===== config.mk =====
export PLATFORM = sky130hd
export DESIGN_NAME = three_axis_min_max_calibrator
export DESIGN_NICKNAME = d
export VERILOG_FILES = /design/src/rtl/tamc_pkg.sv /design/src/rtl/three_axis_min_max_calibrator.sv
export SDC_FILE = /design/constraint.sdc
export NUM_CORES = 1
export LEC_CHECK = 0
export ABC_CLOCK_PERIOD_IN_PS = 11500
export BUFFER_PORTS_ARGS = -buffer_cell sky130_fd_sc_hd__buf_2
export CORE_MARGIN = 5
export CORE_UTILIZATION = 38
export DETAILED_ROUTE_END_ITERATION = 16
export PLACE_DENSITY = 0.63
export SLEW_MARGIN = 5
export SYNTH_ARGS = -nofsm -noshare
export SYNTH_HDL_FRONTEND = slang
export SYNTH_SLANG_ARGS = --single-unit
export TNS_END_PERCENT = 100

===== constraint.sdc =====
create_clock -name clk -period 11.5 [get_ports clk]
set_clock_uncertainty 0.15 [all_clocks]
set_input_delay 1.15 -clock clk [delete_from_list [all_inputs] [get_ports clk]]
set_output_delay 1.15 -clock clk [all_outputs]
set_load 0.005 [all_outputs]

===== src/rtl/tamc_pkg.sv =====
// Package for the three-axis min/max calibrator.
// Holds field widths, reset values, register indexes and axis lane numbers.
// No dependencies.
package tamc_pkg;

	localparam int SAMPLE_BITS_DEF = 16;

	localparam int CFG_W     = 16;
	localparam int CFG_IDX_W = 1;
	localparam int IDLE_W    = 16;
	localparam int OFS_W     = 17;
	localparam int SCALE_W   = 32;

	localparam logic [CFG_W-1:0] IDLE_LIMIT_RESET = 16'd10000;
	localparam logic [CFG_W-1:0] LED_HOLD_RESET   = 16'd100;

	localparam logic [CFG_IDX_W-1:0] REG_IDLE_LIMIT = 1'd0;
	localparam logic [CFG_IDX_W-1:0] REG_LED_HOLD   = 1'd1;

	localparam logic REQ_SAMPLE = 1'b0;
	localparam logic REQ_TICK   = 1'b1;

	localparam int NUM_AXES = 3;
	localparam int AX_X     = 0;
	localparam int AX_Y     = 1;
	localparam int AX_Z     = 2;

endpackage


===== src/rtl/three_axis_min_max_calibrator.sv =====
// Top level of the three-axis min/max calibrator: extreme tracking, idle timer,
// and three bit-serial restoring dividers for the per-axis scale.
// Depends on tamc_pkg.
//
//  channel  | direction | handshake            | payload
//  ---------+-----------+----------------------+-----------------------------------------
//  cfg      | in        | cfg_we               | cfg_index, cfg_data
//  in       | in        | in_valid / in_stall  | req_type, raw_a, raw_b, raw_c
//  out      | out       | out_valid / out_stall| offset_*_half, scale_*, changed, led_on,
//           |           |                      | done_res
//
// A tick or a sample that moves no extreme goes from acceptance straight to the
// load state. A sample that moves an extreme first runs the dividers, which
// rebuild the scales one quotient bit per cycle.
// Reset clears all extremes, the idle timer, the LED and done, and loads the
// register reset values. A stalled result holds; the next item is taken while
// it waits, and its result is loaded once the waiting one has been taken.
module three_axis_min_max_calibrator #(
	parameter int SAMPLE_BITS = tamc_pkg::SAMPLE_BITS_DEF
) (
	input  logic                                 clk,
	input  logic                                 arst_n,
	input  logic                                 cfg_we,
	input  logic        [tamc_pkg::CFG_IDX_W-1:0] cfg_index,
	input  logic        [tamc_pkg::CFG_W-1:0]     cfg_data,
	input  logic                                 in_valid,
	output logic                                 in_stall,
	input  logic                                 req_type,
	input  logic signed [SAMPLE_BITS-1:0]        raw_a,
	input  logic signed [SAMPLE_BITS-1:0]        raw_b,
	input  logic signed [SAMPLE_BITS-1:0]        raw_c,
	output logic                                 out_valid,
	input  logic                                 out_stall,
	output logic signed [tamc_pkg::OFS_W-1:0]     offset_x_half,
	output logic signed [tamc_pkg::OFS_W-1:0]     offset_y_half,
	output logic signed [tamc_pkg::OFS_W-1:0]     offset_z_half,
	output logic        [tamc_pkg::SCALE_W-1:0]   scale_x,
	output logic        [tamc_pkg::SCALE_W-1:0]   scale_y,
	output logic        [tamc_pkg::SCALE_W-1:0]   scale_z,
	output logic                                 changed,
	output logic                                 led_on,
	output logic                                 done_res
);
	import tamc_pkg::*;

	localparam int AW    = SAMPLE_BITS + 1;
	localparam int RW    = SAMPLE_BITS + 2;
	localparam int EW    = AW + OFS_W + 1;
	localparam int QW    = SCALE_W + 1;
	localparam int CNT_W = $clog2(QW);

	localparam logic [1:0] ST_IDLE = 2'd0;
	localparam logic [1:0] ST_DIV  = 2'd1;
	localparam logic [1:0] ST_LOAD = 2'd2;

	logic [1:0]              state_q;
	logic [CNT_W-1:0]        cnt_q;
	logic signed [AW-1:0]    max_q [NUM_AXES];
	logic signed [AW-1:0]    min_q [NUM_AXES];
	logic [RW-1:0]           rem_q [NUM_AXES];
	logic [QW-1:0]           quo_q [NUM_AXES];
	logic [SCALE_W-1:0]      scale_q [NUM_AXES];
	logic [IDLE_W-1:0]       idle_q;
	logic [CFG_W-1:0]        idle_limit_q;
	logic [CFG_W-1:0]        led_hold_q;
	logic                    led_q;
	logic                    fin_q;
	logic                    chg_q;
	logic                    out_valid_q;
	logic signed [OFS_W-1:0] ofs_out_q [NUM_AXES];
	logic [SCALE_W-1:0]      scale_out_q [NUM_AXES];
	logic                    chg_out_q;
	logic                    led_out_q;
	logic                    fin_out_q;

	logic                    in_acc;
	logic signed [AW-1:0]    samp [NUM_AXES];
	logic signed [AW-1:0]    max_n [NUM_AXES];
	logic signed [AW-1:0]    min_n [NUM_AXES];
	logic                    chg_n;
	logic [IDLE_W-1:0]       idle_n;
	logic                    led_n;
	logic                    fin_n;
	logic                    do_chk;
	logic [AW-1:0]           span [NUM_AXES];
	logic [RW-1:0]           trial [NUM_AXES];
	logic                    ge [NUM_AXES];
	logic [RW-1:0]           rem_n [NUM_AXES];
	logic [QW-1:0]           quo_n [NUM_AXES];
	logic signed [EW-1:0]    osum [NUM_AXES];
	logic                    dbit;
	logic                    div_last;
	logic                    load_go;

	assign in_stall = (state_q != ST_IDLE);
	assign in_acc   = in_valid && !in_stall;
	assign dbit     = (cnt_q == '0);
	assign div_last = (cnt_q == CNT_W'(QW - 1));
	assign load_go  = (state_q == ST_LOAD) && (!out_valid_q || !out_stall);

	// The third sensor word is the negated x axis.
	assign samp[AX_X] = -AW'(raw_c);
	assign samp[AX_Y] = AW'(raw_a);
	assign samp[AX_Z] = AW'(raw_b);

	always_comb begin
		chg_n  = 1'b0;
		idle_n = idle_q;
		led_n  = led_q;
		fin_n  = fin_q;
		do_chk = 1'b0;
		for (int i = 0; i < NUM_AXES; i++) begin
			max_n[i] = max_q[i];
			min_n[i] = min_q[i];
		end
		if (req_type == REQ_TICK) begin
			if (idle_q != '1) begin
				idle_n = idle_q + 1'b1;
			end
			do_chk = 1'b1;
		end else if (!fin_q) begin
			for (int i = 0; i < NUM_AXES; i++) begin
				if (samp[i] > max_q[i]) begin
					max_n[i] = samp[i];
					chg_n    = 1'b1;
				end else if (samp[i] < min_q[i]) begin
					min_n[i] = samp[i];
					chg_n    = 1'b1;
				end
			end
			if (chg_n) begin
				led_n  = 1'b1;
				idle_n = '0;
			end else begin
				do_chk = 1'b1;
			end
		end
		if (do_chk) begin
			if (idle_n > led_hold_q) begin
				led_n = 1'b0;
			end
			if (idle_n >= idle_limit_q) begin
				fin_n = 1'b1;
			end
		end
	end

	// One restoring step per axis and cycle; the dividend is 2^32, so only the
	// first step shifts in a one. A set bit 32 of the quotient means saturation,
	// which also covers a zero span.
	always_comb begin
		for (int i = 0; i < NUM_AXES; i++) begin
			span[i]  = AW'(max_q[i] - min_q[i]);
			trial[i] = {rem_q[i][RW-2:0], dbit};
			ge[i]    = (trial[i] >= {1'b0, span[i]});
			rem_n[i] = ge[i] ? (trial[i] - {1'b0, span[i]}) : trial[i];
			quo_n[i] = {quo_q[i][QW-2:0], ge[i]};
			osum[i]  = -(EW'(max_q[i]) + EW'(min_q[i]));
		end
	end

	always_ff @(posedge clk or negedge arst_n) begin
		if (!arst_n) begin
			state_q      <= ST_IDLE;
			cnt_q        <= '0;
			idle_q       <= '0;
			idle_limit_q <= IDLE_LIMIT_RESET;
			led_hold_q   <= LED_HOLD_RESET;
			led_q        <= 1'b0;
			fin_q        <= 1'b0;
			chg_q        <= 1'b0;
			out_valid_q  <= 1'b0;
			for (int i = 0; i < NUM_AXES; i++) begin
				max_q[i]   <= '0;
				min_q[i]   <= '0;
				scale_q[i] <= '1;
			end
		end else begin
			if (cfg_we) begin
				case (cfg_index)
					REG_IDLE_LIMIT: idle_limit_q <= cfg_data;
					REG_LED_HOLD:   led_hold_q   <= cfg_data;
					default:        ;
				endcase
			end
			// A result taken in the cycle that loads the next one stays valid.
			if (out_valid_q && !out_stall && !load_go) begin
				out_valid_q <= 1'b0;
			end
			case (state_q)
				ST_IDLE: begin
					if (in_acc) begin
						idle_q <= idle_n;
						led_q  <= led_n;
						fin_q  <= fin_n;
						chg_q  <= chg_n;
						for (int i = 0; i < NUM_AXES; i++) begin
							max_q[i] <= max_n[i];
							min_q[i] <= min_n[i];
						end
						cnt_q   <= '0;
						state_q <= chg_n ? ST_DIV : ST_LOAD;
					end
				end
				ST_DIV: begin
					cnt_q <= cnt_q + 1'b1;
					if (div_last) begin
						for (int i = 0; i < NUM_AXES; i++) begin
							scale_q[i] <= quo_n[i][QW-1] ? '1 : quo_n[i][SCALE_W-1:0];
						end
						state_q <= ST_LOAD;
					end
				end
				ST_LOAD: begin
					if (load_go) begin
						out_valid_q <= 1'b1;
						state_q     <= ST_IDLE;
					end
				end
				default: state_q <= ST_IDLE;
			endcase
		end
	end

	// Divider datapath and the result register carry no reset.
	always_ff @(posedge clk) begin
		if (in_acc) begin
			for (int i = 0; i < NUM_AXES; i++) begin
				rem_q[i] <= '0;
				quo_q[i] <= '0;
			end
		end else if (state_q == ST_DIV) begin
			for (int i = 0; i < NUM_AXES; i++) begin
				rem_q[i] <= rem_n[i];
				quo_q[i] <= quo_n[i];
			end
		end
		if (load_go) begin
			for (int i = 0; i < NUM_AXES; i++) begin
				ofs_out_q[i]   <= osum[i][OFS_W-1:0];
				scale_out_q[i] <= scale_q[i];
			end
			chg_out_q <= chg_q;
			led_out_q <= led_q;
			fin_out_q <= fin_q;
		end
	end

	assign out_valid     = out_valid_q;
	assign offset_x_half = ofs_out_q[AX_X];
	assign offset_y_half = ofs_out_q[AX_Y];
	assign offset_z_half = ofs_out_q[AX_Z];
	assign scale_x       = scale_out_q[AX_X];
	assign scale_y       = scale_out_q[AX_Y];
	assign scale_z       = scale_out_q[AX_Z];
	assign changed       = chg_out_q;
	assign led_on        = led_out_q;
	assign done_res      = fin_out_q;

	// Once finished, calibration stays finished.
	a_fin_sticky: assert property (@(posedge clk) disable iff (!arst_n)
		fin_q |=> fin_q)
		else $error("done flag dropped after being set");

	// A sample taken after done leaves the x maximum and y minimum alone and reports no change.
	a_ignore_after_done: assert property (@(posedge clk) disable iff (!arst_n)
		(in_acc && (req_type == REQ_SAMPLE) && fin_q) |=>
		($stable(max_q[AX_X]) && $stable(min_q[AX_Y]) && !chg_q))
		else $error("sample after done altered the state");

	// The extremes start at zero, so the max never goes negative and the min
	// never goes positive.
	a_extreme_sign: assert property (@(posedge clk) disable iff (!arst_n)
		!max_q[AX_Z][AW-1] && (min_q[AX_Z][AW-1] || (min_q[AX_Z] == '0)))
		else $error("axis extreme crossed zero");

	// A result is only ever loaded out of the load state.
	a_load_origin: assert property (@(posedge clk) disable iff (!arst_n)
		$rose(out_valid_q) |-> ($past(state_q) == ST_LOAD))
		else $error("result valid raised outside the load state");

	// The divider never runs past its last quotient bit.
	a_div_bound: assert property (@(posedge clk) disable iff (!arst_n)
		(state_q == ST_DIV) |-> (cnt_q <= CNT_W'(QW - 1)))
		else $error("divider step count overran");

endmodule

; ---- Word-level counts from Yosys, hierarchy flattened
; Memories as Yosys holds them, arrays and structs flattened.
; Index checks and enable logic that the tools add are counted.
[totals]
register_bits = 257
latch_bits = 0
ram_bits = 300
romBits = 0
inputBits = 71
output_inout_bits = 152
word_cells = 147
mem_count = 4
[op_classes]
add_sub_neg = 15
multipliers = 0
div = 0
n_lt_le_gt_ge = 11
eq_ne = 7
n_shift = 0
n_mux = 51
n_bitwise = 12
n_reduce_logical = 26
[memory_table]
columns = name, depth, word_bits, read_ports, rd_clocked_by_memory_dff, wr, line_no
row1 = quo_q, 3, 33, 3, 0, 3, three_axis_min_max_calibrator.sv:61  ; logic [QW-1:0] quo_q [NUM_AXES];
row2 = scale_out_q, 3, 32, 3, 0, 3, three_axis_min_max_calibrator.sv:71  ; logic [SCALE_W-1:0] scale_out_q [NUM_AXES];
row3 = rem_q, 3, 18, 3, 0, 3, three_axis_min_max_calibrator.sv:60  ; logic [RW-1:0] rem_q [NUM_AXES];
row4 = ofs_out_q, 3, 17, 3, 0, 3, three_axis_min_max_calibrator.sv:70  ; logic signed [OFS_W-1:0] ofs_out_q [NUM_AXES];
[op_table]
columns = operator, count
row1 = two-way mux 18 bit, 6
row2 = two-way mux 33 bit, 3
row3 = two-way mux 32 bit, 3
row4 = two-way mux 16 bit, 4
row5 = greater-or-equal comparator 18 x 17 -> 1 bit, 3
row6 = subtractor 18 x 17 -> 18 bit, 3
row7 = negator 17 bit, 3
row8 = greater-than comparator 16 bit, 3
row9 = adder 16 x 16 -> 17 bit, 2
row10 = subtractor 16 x 16 -> 17 bit, 2
row11 = < comparator 16 bit, 2
row12 = two-way mux 1 bit, 28
row13 = AND reduction 6 bit, 3
row14 = adder 17 bit, 1
row15 = greater-than comparator 17 bit, 1
row16 = < comparator 17 bit, 1
row17 = negator 16 -> 17 bit, 1
row18 = subtractor 17 bit, 1
row19 = adder 16 x 1 -> 16 bit (second input constant), 1
row20 = greater-or-equal comparator 16 bit, 1
row21 = != test 16 bit (second input constant), 1
row22 = AND reduction 5 bit, 3
row23 = case mux 6 bit (2 select lines), 1
row24 = AND reduction 2 bit, 5
row25 = 18 further kinds, 40

; ---- Longest topological paths before layout
; Gate-level depths: netlist (run 1).
[logic_depth]
word_depth = 16
ltp_mapped = 25
mapped_depth_nobuf = 24

; ---- Worst setup path before layout (run 1)
; OpenSTA, ideal clock, no wires.
[synth_path]
path_kind = input port to flip-flop
startpoint = input port out_stall
endpoint = register chg_out_q (netlist: changed) (enable)
setup_time_ns = 0.710
arrival_time_ns = 8.381
t_required_ns = 10.640
setup_slack_ns = 2.259
cell_stages = 1
n_path_buf = 0
cell_sequence = a21oi_1
[synth_between]
elab_chain_cells = 3
[synth_rtl]
columns = item, line_no
row1 = "start, declared", three_axis_min_max_calibrator.sv:33  ; input logic out_stall,
row2 = logical NOT 1 bit, three_axis_min_max_calibrator.sv:99  ; assign load_go = (state_q == ST_LOAD) && (!out_valid_q || !out_stall);
row3 = logical OR 1 bit, three_axis_min_max_calibrator.sv:99
row4 = logical AND 1 bit, three_axis_min_max_calibrator.sv:99
row5 = "end signal, assigned", three_axis_min_max_calibrator.sv:243  ; chg_out_q <= chg_q;
row6 = "end, declared", three_axis_min_max_calibrator.sv:72  ; logic chg_out_q;
; Every way passes these cells.
; A chain may end at the register's enable or synchronous reset.

==> results by group, run 1 <==
Run status
  • Status: finished, final reports clean

Floorplanning
  • I/O pin cnt: ~220
  • Initial cell density of the core: 38.16%
  • Die footprint: between 0.08 and 0.09 mm²
  • Rows: 105
  • Die Width: 296.7 µm
  • Die Y: approximately 300 µm
  • Core ar.: between 0.08 and 0.09 mm²

Yosys
  • Ys flop type: edfxtp_1
  • Yosys warnings: 0
  • Largest family of logic cells by synthesized area: simple AND/OR/NAND/NOR gates
  • Syn Nets: 3323
  • Syn_area_per_cell: 10.70 µm²
  • Post-Synth Adder-Cell Area: 13.52%
  • Cells after synthesis: 2920
  • Post-synthesis mux area share: 4.099%
  • Post-synth EDFFs: 297
  • Xor/xnor share of the synthesized area: 3.562%
  • Sequential area share after synthesis: 49.33%
  • Synth Area in Simple Gates: 14.14%
  • Synth Area in Compound Gates: 11.71%
  • Mapped Area: roughly 0.031 mm²
  • Unique cell type count in the Yosys netlist: 84
  • Ys async rst share: 46.10%
  • Synthesized flop and latch total: 551

Timing
  • Slew margin rel.: 21.55%
  • Least-Margin Pin Slew: 1176 ps
  • Final period util: a little under three fifths
  • Fin crit period: 6574 ps
  • RSZ-0062 raised after global routing: false
  • F_max: 152.1 MHz
  • Final Hold Fails: 0
  • Final setup violation count: 0
  • Setup TNS: 0 ps
  • Final Max Slew Viols: 0

Placement
  • Gp weighted congestion: 0.8339
  • Dpl hpwl: 50040 µm
  • Port Buf Inserts: around 220

Critical path
  • CP Data Arrival Time: 6880 ps
  • CP most frequent cell: o21ai_0
  • CP required: between 10000 and 15000 ps
  • Critical Path Source Type: input port
  • CP max FO: 19
  • Setup Crit Path Kind: in -> reg
  • CP max stage delay: 570 ps
  • Slowest-stage cell, CP: or4_1
  • CP Capture Type: flop

Final layout
  • Final nets: between 3000 and 4000
  • Share of cells above drive strength 1: 17.65%
  • Syn-to-layout area delta: 15.05%
  • Fill cells: 7733
  • ANT cells: 0

Detailed routing
  • Wire per inst: 16.31 µm
  • # DRC: 0
  • Pre-antenna DRT Iters: 6
  • Vias post-DR: 21570
  • Starting DRT DRC Count: 1171
  • Antenna viol nets, final: 0
  • Vias per inst: roughly 5
  • Final wirelength: 69730 µm

Global routing
  • Number of global-route vias before repair: 21170
  • Antenna violations before repair: 1
  • Largest net degree at the start of global routing: 104
  • Total GRT Usage: about 16%
  • Total grt overflow: 0
  • First-pass GRT wire length: 113200 µm

Clock network
  • Clk sinks: between 500 and 600
  • Clock Latency Late Sink: 610 ps
  • Setup Fix Bufs, Post-CTS: 0
  • H-tree level count: 3
  • Hold_buf cts: 0
  • Post-CTS sizing: 0
  • Clock tree buffer depth: 3
  • CTS root buf: clkbuf_16
  • CTS tree: built
  • Clock-pin transition on the worst setup and hold timing paths: 60 ps
  • CTS Buf Count: 67

Job
  • Number of max-cap violations: 0

Worst hold path
  • Hold WC Path Type: reg -> reg
[Yosys cell counts, drive strengths merged, types with 10 or more instances]
library cell | instances | area [µm²]
a211o | 10 | 87.58
a211oi | 34 | 265.3
a21o | 38 | 285.3
a21oi | 113 | 565.5
a31oi | 17 | 112.6
and2 | 104 | 650.6
and3 | 21 | 131.4
buf | 13 | 81.32
clkbuf | 65 | 244.0
dfrtp | 150 | 3754
dfstp | 104 | 2733
edfxtp | 297 | 8919
ha | 323 | 4041
inv | 217 | 814.5
mux2 | 79 | 889.6
mux2i | 39 | 390.4
nand2 | 244 | 918.4
nand2b | 29 | 181.4
nand3 | 62 | 320.3
nand3b | 16 | 145.1
nand4 | 27 | 168.9
nor2 | 279 | 1055
nor2b | 30 | 187.7
nor3 | 59 | 295.3
nor4 | 13 | 81.33
o211ai | 20 | 155.1
o21a | 17 | 127.6
o21ai | 223 | 1124
o21bai | 14 | 105.1
or3 | 15 | 93.84
xnor2 | 90 | 788.3
xor2 | 37 | 324.1
[through the flow]
stage               setup slack, ps  util [%]  std cells  hold slack (ps)  cell area (µm²)
floorplan                      2259         -       2920            274.8            31230
global placement               4443     41.00       4152            285.6            33550
detailed placement             4283     41.00       4152            302.9            33550
CTS                            4948     43.90       4276            306.2            35930
global route                   4283     43.90       4276            338.4            35930
finish                         4926     43.90       4276            307.2            35930
[cells by family (layout without fill, tap and decap cells)]
kind of cell    after synthesis  count (layout)
mux                         118             118
flops                       551             551
fa+ha+maj                   332             332
buf+inv                     295             581
compound gates              575             575
simple gates                922             922
xor+xnor                    127             127
[path summary, 6_finish.rpt]
path,startpoint,end,slack [ps],depth (start not counted)
max,raw_c[4],fin_q,4930,25
min,chg_q,changed,310,0
max reg2reg,min_q[2],fin_q,6070,19
min reg2reg,chg_q,changed,310,0
max in group asynchronous,arst_n,scale_q[52],8850,3
min in group asynchronous,arst_n,idle_q[6],440,1
[cells in the final DEF (no fill, tap or decap), drive strengths merged, types with 104 or more instances in the layout]
master / count
nor2: 279
nand2: 244
dfstp: 104
and2: 104
buf: 240
ha: 323
edfxtp: 297
a21oi: 113
o21ai: 223
dfrtp: 150
inv: 222
[critical path: cells and delay by family]
family | cells | cell delay (ps)
buf+inv | 1 | 110
compound gates | 14 | 2810
fa+ha+maj | 2 | 630
simple gates | 7 | 1850
xor+xnor | 1 | 330
[flip-flops by register name, indices dropped and copies added (netlist names), 2 cells and up]
register / flops
cnt_q: 6
idle_limit_q: 16
max_q: 49
led_hold_q: 16
state_q: 2
idle_q: 16
quo_q: 96
scale_out_q: 96
min_q: 49
rem_q: 51
scale_q: 96
ofs_out_q: 51
[area by class of cell]
cell class              instances  area (µm²)  share of cell area (%)
multi-input cells            2074       14740                   41.02
repair buffers                240        1256                   3.496
well taps                    1070        1339                   3.726
clock inverters                38       569.3                   1.584
inverters                     217       814.5                   2.267
flip-flops and latches        551       15400                   42.87
clock buffers                  86        1808                   5.032
[per-layer routing]
layer  GRT usage, %  up-vias  wire length (µm)
met5              0        -                13
met4          4.143        2              1377
met3          2.404       80              2994
met2          25.74      382             32000
met1          22.10    10220             33340
li1               -    10890                 -
Power of run 1 is left out: the tool's default activity adds up to more than one toggle a clock period on the data nets, which glitch-free logic cannot reach.
==> run 2: changes to the inputs <==
--- a/config.mk
+++ b/config.mk
@@ -5,12 +5,13 @@
 export SDC_FILE = /design/constraint.sdc
 export NUM_CORES = 1
 export LEC_CHECK = 0
-export ABC_CLOCK_PERIOD_IN_PS = 11500
+export ABC_AREA = 1
+export ABC_CLOCK_PERIOD_IN_PS = 6350
 export BUFFER_PORTS_ARGS = -buffer_cell sky130_fd_sc_hd__buf_2
 export CORE_MARGIN = 5
 export CORE_UTILIZATION = 38
 export DETAILED_ROUTE_END_ITERATION = 16
-export PLACE_DENSITY = 0.63
+export PLACE_DENSITY = 0.64
 export SLEW_MARGIN = 5
 export SYNTH_ARGS = -nofsm -noshare
 export SYNTH_HDL_FRONTEND = slang
==> constraint.sdc (replaced) <==
create_clock -name clk -period 6.35 [get_ports clk]
set_clock_uncertainty 0.15 [all_clocks]
set_input_delay 0.635 -clock clk [delete_from_list [all_inputs] [get_ports clk]]
set_output_delay 0.635 -clock clk [all_outputs]
set_load 0.005 [all_outputs]
==> run 2 against run 1 <==
  * Count of clock-buffer cells in the layout is 10 lower
  * Core utilization is 0.12 points lower
  * Global-route usage is 0.15 points higher
  * Design area is 1.9% lower
  * Sequential share of layout area is 0.82 points higher
  * Critical path type unchanged
  * Highest routed layer unchanged
==> results by group, run 2 <==
Detailed routing
  • Antenna viol nets, final: 0 (unchanged)
  • Vias per inst: 4.853 (-3.8%)
  • Starting DRT DRC Count: 1144 (-2.3%)
  • Vias post-DR: 22140 (+2.7%)
  • Pre-antenna DRT Iters: 5 (-1)
  • # DRC: 0 (unchanged)
  • Wire per inst: 15.53 µm (-4.8%)
  • Final wirelength: 70840 µm (+1.6%)

Final layout
  • Commonest cells after routing, fill and taps aside: 462 x nand2_1, 461 x inv_1, 325 x nor2_1, 323 x a21oi_1, 323 x ha_1
  • Cell area after layout: 0.03526 mm² (-1.9%)
  • Most common cell after layout, fill and taps aside: nand2_1
  • Share of cells above drive strength 1: 15.71% (-1.9 points)
  • Top Registers: quo_q x96, scale_out_q x96, scale_q x96
  • ANT cells: 0 (unchanged)
  • Fill cells: 7802 (+0.89%)
  • Final nets: 3853 (+8.4%)
  • Syn-to-layout area delta: 14.14%

Critical path
  • Worst R2R Setup Slack: 1360 ps (-4710 ps)
  • CP most frequent cell: nand2_1
  • CP max FO: 14 (-5)
  • Slowest-stage cell, CP: ha_1
  • CP max stage delay: 320 ps (-250 ps)
  • Reg2reg end: rem_q[0][23]
  • R2R depth: 17 (-2)
  • Buf+Inv Stages, Crit Path: 5 (+4)
  • CP required: 6770 ps (-5040 ps)
  • Critical Path End: led_q
  • Critical Path Source Type: input port
  • Worst Setup SP: raw_c[0]
  • Setup Crit Path Kind: in -> reg
  • CP Data Arrival Time: 5520 ps (-1360 ps)
  • CP delay by family, top: simple AND/OR/NAND/NOR gates
  • Crit path depth: 37 (+48%)
  • CP Capture Type: flop
  • Reg-to-reg startpoint: max_q[17]

Run status
  • Status: finished, final reports clean

Timing
  • Least-Margin Pin Slew: 1165 ps (-10.23 ps)
  • Final Hold Fails: 0 (unchanged)
  • RSZ-0062 raised after global routing: false
  • Setup TNS: 0 ps (unchanged)
  • Fin crit period: 5097 ps
  • Final period util: about four fifths
  • F_max: between 150 and 200 MHz
  • Slew margin rel.: 22.31% (+0.77 points)
  • Final Max Slew Viols: 0 (unchanged)
  • Final setup violation count: 0 (unchanged)

Yosys
  • Unique cell type count in the Yosys netlist: 66 (-21%)
  • Ys flop type: edfxtp_1
  • Syn_area_per_cell: 9.608 µm² (-10%)
  • Post-synth top area share: 28.87% (+0.31 points)
  • Syn Nets: 3618 (+8.9%)
  • Post-synth EDFFs: 297 (unchanged)
  • Synth area leader: edfxtp_1
  • Yosys warnings: 0 (unchanged)
  • Mapped Area: 0.03089 mm² (-1.1%)
  • Sequential area share after synthesis: 49.87% (+0.54 points)
  • Synthesized flop and latch total: 551 (unchanged)
  • Top cells by count, synth: 463 x inv_1, 463 x nand2_1, 329 x nor2_1
  • Cells after synthesis: 3215 (+10%)
  • Largest cells by area after synthesis: edfxtp_1 29%, ha_1 13%, dfrtp_1 12%
  • Ys async rst share: 46.10% (unchanged)

Floorplanning
  • Initial cell density of the core: 38.35% (+0.19 points)
  • Core ar.: 0.08055 mm² (-1.6%)
  • Die Y: 295.1 µm (-0.53%)
  • Die footprint: 0.08709 mm² (-1.0%)
  • I/O pin cnt: 223 (unchanged)
  • Die Width: 295.1 µm (-0.53%)
  • Rows: 104 (-0.95%)

Placement
  • Dpl hpwl: 51620 µm (+3.1%)
  • Gp weighted congestion: 0.8762 (+5.1%)
  • Port Buf Inserts: 222 (unchanged)
  • Post-DP Area: 0.03320 mm² (-1.1%)

Global routing
  • Total GRT Usage: 15.91% (+0.15 points)
  • Largest net degree at the start of global routing: 111 (+6.7%)
  • Number of global-route vias before repair: 21780 (+2.9%)
  • Antenna violations before repair: 5 (+4)
  • First-pass GRT wire length: 114200 µm (+0.85%)
  • Total grt overflow: 0 (unchanged)

Clock network
  • Clock-pin transition on the worst setup and hold timing paths: 60 ps (about the same)
  • CTS root buf: clkbuf_16
  • Clock Latency Late Sink: 630 ps (+20 ps)
  • CTS Buf Count: 61 (-9.0%)
  • CTS tree: built
  • Setup Fix Bufs, Post-CTS: 0 (unchanged)
  • Post-CTS sizing: 0 (unchanged)
  • Clk sinks: 551 (unchanged)
  • Hold_buf cts: 1 (+1)
  • H-tree level count: 2 (-1)
  • Clock tree buffer depth: 3 (unchanged)

Job
  • Number of max-cap violations: 0 (unchanged)

Worst hold path
  • Hold WC Path Type: in -> reg
-- run 2: changes by cell type after synthesis, moves of 51 or more --
cell,previous run,this run
xnor2_1,90,35
mux2_2,79,13
nor2_1,278,329
a21oi_1,113,324
inv_1,217,463
nand2_1,243,463
xor2_1,37,108
and2_1,104,0
-- run 2: how the worst min path moves through the flow --
stage                           start               to  slack (ps)  cells after the start
after detailed placement        chg_q          changed         300                      0
after floorplan                arst_n            chg_q         190                      0
after global routing      cfg_data[8]  idle_limit_q[8]         100                      3
final                     cfg_data[2]    led_hold_q[2]         110                      3
after global placement          chg_q          changed         280                      0
after CTS                 cfg_data[2]    led_hold_q[2]          70                      3
-- run 2: cells by family (layout without fill, tap and decap cells) --
kind of cell,count (synthesis),count (layout),synth area share [%]
fa+ha+maj,332,332,13.67
xor+xnor,143,143,4.054
buf+inv,540,827,6.780
compound gates,639,639,11.26
flops,551,551,49.87
simple gates,995,995,13.83
mux,15,15,0.5468
-- run 2: metal layers --
layer  part of all wire, %  GRT usage, %  up-vias
li1                      -             -    11200
met1                    47         21.73    10500
met2                    47         26.68      325
met3                   3.9         2.509      104
met4                   2.4         4.098        8
met5                 0.068             0        -
-- run 2: metrics by stage --
step	hold slack [ps]	cells	util, %	setup WS [ps]
finish	105.6	4562	43.78	1253
global route	96.85	4562	43.78	629.8
CTS	70.38	4562	43.78	1258
detailed placement	296.1	4446	41.22	577.6
global placement	277.1	4446	41.22	745.9
floorplan	189.4	3215	-	969.5
-- run 2: worst register-to-register path, cell delays in order (launching register included) --
cell       delay [ps]
dfrtp_1           390
inv_1              90
ha_1              150
inv_1              60
fa_1              400
a31oi_1           290
o21ai_0           210
a21boi_0          350
o21ai_0           200
a21oi_1           260
xor2_1            240
ha_1              310
nand2_1           140
nor3_1             70
a2111oi_2         470
nand4_4           520
o21ai_0           370
a21oi_1            60
-- run 2: final cells by class --
class	count	area [µm²]	share of cell area, %
Sequential cell	551	15400	43.69
Inverter	471	1775	5.035
Multi-Input combinational cell	2124	13430	38.08
Clock buffer	76	1695	4.808
Timing Repair Buffer	241	1279	3.627
Clock inverter	39	354.1	1.004
Tap cell	1060	1326	3.761
Power of run 2 is left out for the same reason.
==> run 3: changes to the inputs <==
--- a/config.mk
+++ b/config.mk
@@ -5,13 +5,13 @@
 export SDC_FILE = /design/constraint.sdc
 export NUM_CORES = 1
 export LEC_CHECK = 0
-export ABC_AREA = 1
-export ABC_CLOCK_PERIOD_IN_PS = 6350
+export ABC_AREA = 0
+export ABC_CLOCK_PERIOD_IN_PS = 4500
 export BUFFER_PORTS_ARGS = -buffer_cell sky130_fd_sc_hd__buf_2
 export CORE_MARGIN = 5
 export CORE_UTILIZATION = 38
 export DETAILED_ROUTE_END_ITERATION = 16
-export PLACE_DENSITY = 0.64
+export PLACE_DENSITY = 0.65
 export SLEW_MARGIN = 5
 export SYNTH_ARGS = -nofsm -noshare
 export SYNTH_HDL_FRONTEND = slang
==> constraint.sdc (replaced) <==
create_clock -name clk -period 4.5 [get_ports clk]
set_clock_uncertainty 0.15 [all_clocks]
set_input_delay 0.45 -clock clk [delete_from_list [all_inputs] [get_ports clk]]
set_output_delay 0.45 -clock clk [all_outputs]
set_load 0.005 [all_outputs]
==> run 3 against run 2 <==
  * The flow now finishes with violations (negative setup slack)
  * First-iteration DRC count up 12%
  * Register-to-register slack lost 1800 ps
  * Die area is 1.1% higher
  * Non-clock buffer count up 315
  * Critical path type is now reg -> reg
  * Largest cell class is now multi-input combinational cells
==> results by group, run 3 (synthesis gave the netlist of run 1 again) <==
Timing
  • Final setup violation count: 21 (+21)
  • Final WS setup: -402.0 ps (-1655 ps)
  • Least-Margin Pin Slew: 1163 ps (-2.427 ps)
  • Final Max Slew Viols: 0 (unchanged)
  • Fin crit period: 4902 ps
  • Fin Hold WS: 39.86 ps (-65.72 ps)
  • Slew margin rel.: 22.47% (+0.16 points)
  • Final Hold Fails: 0 (unchanged)
  • Final period util: 108.9%
  • F_max: 204.0 MHz
  • RSZ-0062 raised after global routing: true

Critical path
  • Critical Path End: rem_q[0][1]
  • CP cell instances: inv_2 > ha_4 > inv_2 > fa_2 > nor2b_4 > o311a_1 > o41a_1 > a211o_1 > a311oi_4 > xnor2_2 > ha_1 > nand2_2 > nor4_2 > a31o_2 > or4_4 > o211ai_4 > buf_6 > buf_12 > mux2i_2 > nor2_1
  • Worst Setup SP: max_q[34]
  • Worst R2R Setup Slack: -400 ps (-1760 ps)
  • Crit path depth: 20 (-46%)
  • Buf+Inv Stages, Crit Path: 4 (-1)
  • Reg2reg end: rem_q[0][1]
  • Reg-to-reg startpoint: max_q[34]
  • CP Data Arrival Time: 5110 ps (-410 ps)
  • CP required: 4710 ps (-2060 ps)
  • Critical Path Source Type: flop
  • CP max FO: 5 (-9)
  • CP delay by family, top: compound AO/OA/AOI/OAI gates
  • CP max stage delay: 430 ps (+110 ps)
  • CP Capture Type: flop
  • Slowest-stage cell, CP: or4_4
  • R2R depth: 20 (+3)
  • CP most frequent cell: inv_2
  • Setup Crit Path Kind: reg -> reg

Placement
  • Post-DP Area: 0.03553 mm² (+7.0%)
  • Gp weighted congestion: 0.8590 (-2.0%)
  • Port Buf Inserts: 222 (unchanged)
  • Dpl hpwl: 52870 µm (+2.4%)

Run status
  • Status: finished, violations left
  • Failing checks: negative setup slack

Global routing
  • Number of global-route vias before repair: 22900 (+5.1%)
  • Total grt overflow: 0 (unchanged)
  • Largest net degree at the start of global routing: 138 (+24%)
  • Total GRT Usage: 16.47% (+0.56 points)
  • First-pass GRT wire length: 119000 µm (+4.2%)
  • Antenna violations before repair: 0 (-5)

Clock network
  • Clock Latency Late Sink: 640 ps (about the same)
  • Clock-pin transition on the worst setup and hold timing paths: 60 ps (about the same)
  • CTS root buf: clkbuf_16
  • H-tree level count: 2 (unchanged)
  • CTS Buf Count: 60 (-1.6%)
  • Clk sinks: 551 (unchanged)
  • CTS tree: built
  • Clock tree buffer depth: 3 (unchanged)

Floorplanning
  • Core ar.: 0.08185 mm² (+1.6%)
  • Die Y: 296.7 µm (+0.53%)
  • Initial cell density of the core: 38.16% (-0.19 points)
  • Rows: 105 (+0.96%)
  • Die footprint: 0.08802 mm² (+1.1%)
  • I/O pin cnt: 223 (unchanged)
  • Die Width: 296.7 µm (+0.53%)

Final layout
  • Syn-to-layout area delta: 24.78%
  • Top Registers: quo_q x96, scale_out_q x96, scale_q x96
  • Cell area after layout: 0.03897 mm² (+11%)
  • Most common cell after layout, fill and taps aside: ha_1
  • Share of cells above drive strength 1: 26.92% (+11 points)
  • Final nets: 3863 (+0.26%)
  • Commonest cells after routing, fill and taps aside: 313 x ha_1, 297 x edfxtp_1, 275 x buf_4, 268 x nor2_1, 239 x nand2_1

Detailed routing
  • Final wirelength: 74420 µm (+5.0%)
  • Vias post-DR: 22890 (+3.4%)
  • Vias per inst: 4.996 (+2.9%)
  • Starting DRT DRC Count: 1281 (+12%)
  • Antenna viol nets, final: 0 (unchanged)
  • Wire per inst: 16.24 µm (+4.6%)
  • # DRC: 0 (unchanged)
  • Pre-antenna DRT Iters: 5 (unchanged)

Worst hold path
  • Hold WC Path Type: in -> reg

Job
  • Number of max-cap violations: 0 (unchanged)
==> run 3: layer usage <==
| layer | vias to the layer above | share of wire, % | wire (µm) | track usage [%] |
|---|---|---|---|---|
| li1 | 11480 | - | - | - |
| met1 | 10870 | 46 | 33890 | 22.18 |
| met2 | 421 | 48 | 35360 | 28.07 |
| met3 | 123 | 4.5 | 3377 | 2.524 |
| met4 | 0 | 2.4 | 1787 | 4.155 |
| met5 | - | 0 | 0 | 0 |
==> run 3: tightest hold or removal path, stage by stage <==
cell and delay [ps]:
buf_2 90, buf_4 110, mux2_2 130
==> run 3: metrics by stage <==
stage	cells	util (%)	worst slack (ps)	setup TNS [ps]
detailed placement	4391	43.40	-1217	-12190
global placement	4391	43.40	-1097	-11410
floorplan	2920	-	-509.9	-1230
CTS	4557	46.80	-374.1	-5832
finish	4582	47.61	-402.0	-6573
global route	4581	47.61	-649.6	-10940
==> run 3: worst min-delay path by stage <==
stage	startpoint	end	slack, ps	cells past startpoint
6_report	raw_b[14]	max_q[14]	40	3
5_1_grt	raw_b[13]	min_q[13]	20	3
4_1_cts	raw_b[13]	max_q[13]	0.07	3
3_5_place_dp	chg_q	changed	280	0
3_3_place_gp	chg_q	changed	280	0
2_1_floorplan	arst_n	chg_q	4	0
==> run 3: final cells by class <==
class / instances / area, µm²
Clock inverter: 30 / 312.8
Inverter: 217 / 814.5
Timing Repair Buffer: 556 / 3946
Antenna cell: 1 / 2.502
Clock buffer: 83 / 1700
Tap cell: 1070 / 1339
Multi-Input combinational cell: 2074 / 15450
Sequential cell: 551 / 15400
Fill cell: 7470 / 42880
==> run 3: repair_timing <==
action	CTS	global route
pin swaps	19	52
resized for setup	57	91
hold buffers	32	0
buffers inserted	19	25
endpoints found under the setup margin	52	59
gates cloned	3	1
endpoints found under the hold margin	124	0
Power of run 3 is left out for the same reason.
